### config.mk
export PLATFORM = sky130hd
export DESIGN_NAME = jdd_debounce
export DESIGN_NICKNAME = d
export VERILOG_FILES = /design/src/jdd_pkg.sv /design/src/jdd_debounce.sv
export SDC_FILE = /design/constraint.sdc
export NUM_CORES = 1
export LEC_CHECK = 0
export BUFFER_PORTS_ARGS = -buffer_cell sky130_fd_sc_hd__buf_2
export CORE_ASPECT_RATIO = 1.4
export CORE_UTILIZATION = 59
export DETAILED_ROUTE_END_ITERATION = 12
export PLACE_DENSITY = 0.84
export SLEW_MARGIN = 40
export SYNTH_ARGS = -nofsm -noshare
export SYNTH_HDL_FRONTEND = slang
export SYNTH_SLANG_ARGS = --single-unit
### constraint.sdc
create_clock -name clk -period 10.37 [get_ports clk]
set_input_delay 2.5925 -clock clk [delete_from_list [all_inputs] [get_ports clk]]
set_output_delay 2.5925 -clock clk [all_outputs]
set_load 0.01 [all_outputs]
### src/jdd_pkg.sv
// ----------------------------------------------------------------------------
// jdd_pkg: shared types and constants of the joystick deadzone block
// Field widths, configuration register indexes and the switch state word.
// ----------------------------------------------------------------------------
package jdd_pkg;

  localparam int CFG_W     = 16;
  localparam int CFG_IDX_W = 3;
  localparam int NOW_W     = 32;
  localparam int RAD_W     = 13;
  localparam int DEB_W     = 16;
  localparam int RANGE_W   = 15;
  localparam int AXIS_W    = 16;
  localparam int FRAC_BITS = 16;

  typedef enum logic [CFG_IDX_W-1:0] {
    CFG_CENTER_X  = 3'd0,
    CFG_CENTER_Y  = 3'd1,
    CFG_DEAD_RAD  = 3'd2,
    CFG_DEBOUNCE  = 3'd3,
    CFG_AXIS_RNG  = 3'd4,
    CFG_INVERT_X  = 3'd5,
    CFG_INVERT_Y  = 3'd6
  } cfg_idx_t;

  typedef struct packed {
    logic level_seen;
    logic accepted;
  } sw_state_t;

endpackage

### src/jdd_debounce.sv
// ----------------------------------------------------------------------------
// jdd_debounce: switch debouncer
// Any level change restarts the timer; the pressed state follows the level
// once it has been stable for the configured number of milliseconds.
// ----------------------------------------------------------------------------
module jdd_debounce #(
  parameter int TIME_BITS = 32
) (
  input  logic                      clk,
  input  logic                      rst_n,
  input  logic                      step,
  input  logic                      level,
  input  logic [TIME_BITS-1:0]      now,
  input  logic [jdd_pkg::DEB_W-1:0] debounce_ms,
  output logic                      pressed
);
  import jdd_pkg::*;

  sw_state_t            sw_r, sw_nxt;
  logic [TIME_BITS-1:0] last_r, last_nxt;
  logic [TIME_BITS-1:0] elapsed;

  always_comb begin
    sw_nxt   = sw_r;
    last_nxt = last_r;
    elapsed  = '0;
    if (step) begin
      if (level != sw_r.level_seen) begin
        last_nxt = now;
      end
      sw_nxt.level_seen = level;
      elapsed = now - last_nxt;
      if (elapsed >= TIME_BITS'(debounce_ms)) begin
        sw_nxt.accepted = level;
      end
    end
  end

  always_ff @(posedge clk) begin
    if (!rst_n) begin
      sw_r   <= '0;
      last_r <= '0;
    end else begin
      sw_r   <= sw_nxt;
      last_r <= last_nxt;
    end
  end

  assign pressed = sw_r.accepted;

`ifndef SYNTHESIS
  a_zero_debounce_follows: assert property (@(posedge clk) disable iff (!rst_n)
    (step && debounce_ms == '0) |=> (sw_r.accepted == $past(level)))
    else $error("zero debounce did not follow level");
  a_change_holds_state: assert property (@(posedge clk) disable iff (!rst_n)
    (step && level != sw_r.level_seen && debounce_ms != '0)
      |=> (sw_r.accepted == $past(sw_r.accepted)))
    else $error("level change updated pressed state early");
  a_idle_holds: assert property (@(posedge clk) disable iff (!rst_n)
    !step |=> ($stable(sw_r) && $stable(last_r)))
    else $error("switch state moved without a poll");
`endif

endmodule

==> reports/results.tsv <==
metric	value	unit
Final Hold Vio Count	0	
site row count	36	
reg-to-reg slack, setup	5190	ps
Reg-to-Reg End	pressed$_SDFFE_PN0P_	
Post-CTS Setup Bufs	0	
mapped cell area	0.00423	mm²
asr flop ratio synth	0	
fin worst setup slack	3210	ps
cells after synthesis	564	
n_diodes	0	
Seq/Total Area, Yosys	0.161	
logic depth of the worst path, buffers included	25	
Ys Warns	0	
Final Skew	7.61	ps
hold endpoint	last_r[12]$_SDFFE_PN0P_	
DRT Wirelength	11.5	mm
RSZ-0062 raised after global routing	no	
GPL Wtd Cong	0.987	
Reg clk slew, reported paths	80	ps
via count	4219	
share of layout cells above drive strength 1	0.149	
Starting Density	0.610	
Leakage Power	2.15	nW
syn_area_per_cell	7.50	µm²
CP Launch Type	primary input	
drt pass-1 iters	5	
core area	0.00694	mm²
Chip Height	102	µm
FF-to-FF path depth	24	
post-synthesis compound-gate area fraction	0.300	
Worst path slowest cell	o311ai_1	
Post-Synth XOR/XNOR Area	0.0597	
Final period util	0.691	
clk buf depth	2	
average wire per standard cell	16.7	µm
most frequent cells in the layout	nand2_1, buf_2, ha_1, nor2_1, dfxtp_1	
CP top delay family	compound AO/OA/AOI/OAI gates	
setup_tns	0	ps
worst r2r src	sw_r[1]$_SDFFE_PN0P_	
slowest stage delay, CP	360	ps
DRC Markers	0	
min-delay src	last_r[12]$_SDFFE_PN0P_	
Setup crit end kind	register	
setup violators final	0	
Layout area overhead	9.02	%
I/O Pins	53	
first-pass GRT wire length	18.3	mm
pwr dens	121	mW/mm²
proportion of synthesized area in mux cells	0.0721	
syn nets	653	
VDD IR max	0.0861	mV
status	finished, final reports clean	
hold path cells	2	
largest net degree at the start of global routing	42	
CTS buffer count	5	
Main synth FF type	dfxtp_1	
critical path class	primary input to register	
CTS H-tree lvls	2	
area fraction in and, or, nand and nor cells after synthesis	0.241	
post-CTS sizing	0	
Synth Register Bits	34	
commonest non-fill, non-tap cell in the layout	nand2_1	
TritonCTS clock tree	yes	
max-cap check violation count	0	
vias per cell	6.10	
PortBufs	52	
worst-path fanout max	29	
pre-CTS worst setup slack	2940	ps
Req. time, crit path	10550	ps
dpl hpwl	9.45	mm
Fmax	0.140	GHz
Sinks on Clock Net	34	
antenna violations before repair	0	
GRT Util Overall	0.313	
clock latency on the worst-skew pair	300	ps
hold_buf cts	0	
largest family of logic cells by synthesized area	compound AO/OA/AOI/OAI gates	
actual slew at the worst max-slew pin	748	ps
Root Driver	clkbuf_8	
Final Max Slew Viols	0	
Post-synth EDFFs	0	
Die Wd	73.6	µm
die area	0.00752	mm²
final net count	685	
vias in the first global route	4081	
gr ovfl total	0	
type of the most critical hold path	register to register	
adder-cell share of the synthesized area	0.112	
slew margin rel.	0.501	
Tmin final	7160	ps
ANT nets after route	0	
1st-iter DRT viols	136	
Worst Path Arrival	7340	ps
Synth cell types	77	
Bufs and invs on worst path	3	
[power breakdown]
part           total (W)  internal, W  switching, W
Sequential      0.000147     0.000140    0.00000696
Combinational   0.000305     0.000126      0.000179
Clock           0.000108    0.0000535     0.0000545
[layout make-up]
| class | instances | area (µm²) |
|---|---|---|
| inverters | 26 | 97.6 |
| clock buffers | 6 | 82.6 |
| repair buffers | 54 | 275 |
| flip-flops and latches | 34 | 681 |
| clock inverters | 2 | 12.5 |
| fillers | 653 | 2320 |
| multi-input cells | 475 | 3350 |
| well taps | 95 | 119 |
[per-layer routing]
metal / vias up / track usage / part of all wire
met5: - / 0 / 0
met3: 36 / 0.0414 / 0.031
met2: 110 / 0.622 / 0.55
met1: 1957 / 0.313 / 0.38
met4: 0 / 0.143 / 0.042
li1: 2116 / - / -
[logic make-up after synthesis]
logic type               count (synthesis)
AO/OA/AOI/OAI                          168
multiplexers                            30
buffers and inverters                   55
adder cells (fa/ha/maj)                 38
AND/OR/NAND/NOR                        211
XOR/XNOR                                28
flip-flops                              34
[cell usage after synthesis, types with 3 or more instances]
library cell,count,area [µm²]
a21boi_0,16,120
buf_2,5,25.0
nand3b_1,3,22.5
xor2_1,11,96.3
o21ai_0,21,105
buf_1,3,11.3
a21oi_1,33,165
ha_1,37,463
mux2_2,3,33.8
a211oi_1,7,52.6
a221oi_1,3,26.3
o31ai_1,3,22.5
nand4_1,9,56.3
o21a_1,3,22.5
nand2_1,86,323
a2111oi_0,3,26.3
dfxtp_1,34,681
a21o_1,9,67.6
xnor2_1,16,140
nor4_1,4,25.0
nor2_1,35,131
a31oi_1,7,43.8
nor2b_1,19,119
inv_1,25,93.8
nand2b_1,20,125
nor3_1,9,45.0
and3_1,4,25.0
o2111ai_1,4,35.0
clkbuf_1,18,67.6
nand3_1,9,45.0
o21ai_1,3,15.0
mux2i_1,26,260
o21bai_1,5,37.5
o211a_1,19,190
[sequential cells by signal, indices dropped and copies added, names as in the netlist]
| name | cells |
|---|---|
| last_r | 32 |
| pressed | 1 |
| sw_r | 1 |
[per-stage QoR]
stage           util  power (W)  instances  hold slack, ps  area (µm²)
5_1_grt        0.665   0.000600        692             502        4610
2_1_floorplan      -   0.000376        564             443        4230
6_report       0.665   0.000560        692             476        4610
3_3_place_gp   0.652   0.000441        684             454        4520
3_5_place_dp   0.652   0.000451        684             467        4520
4_1_cts        0.665   0.000559        692             477        4610
[worst max-delay path by stage]
stage / start / to / slack (ps)
after global routing: level / pressed$_SDFFE_PN0P_ / 2840
final: level / pressed$_SDFFE_PN0P_ / 3210
after floorplan: level / pressed$_SDFFE_PN0P_ / 3270
after global placement: level / pressed$_SDFFE_PN0P_ / 3200
after detailed placement: level / pressed$_SDFFE_PN0P_ / 2940
after CTS: level / pressed$_SDFFE_PN0P_ / 3240
[tightest hold or removal path, cell delays in order (launching register included)]
cell and delay [ps]:
dfxtp_1 310, nand2_1 50, a21boi_0 70
No activity file was read; power rests on OpenSTA's default activity.
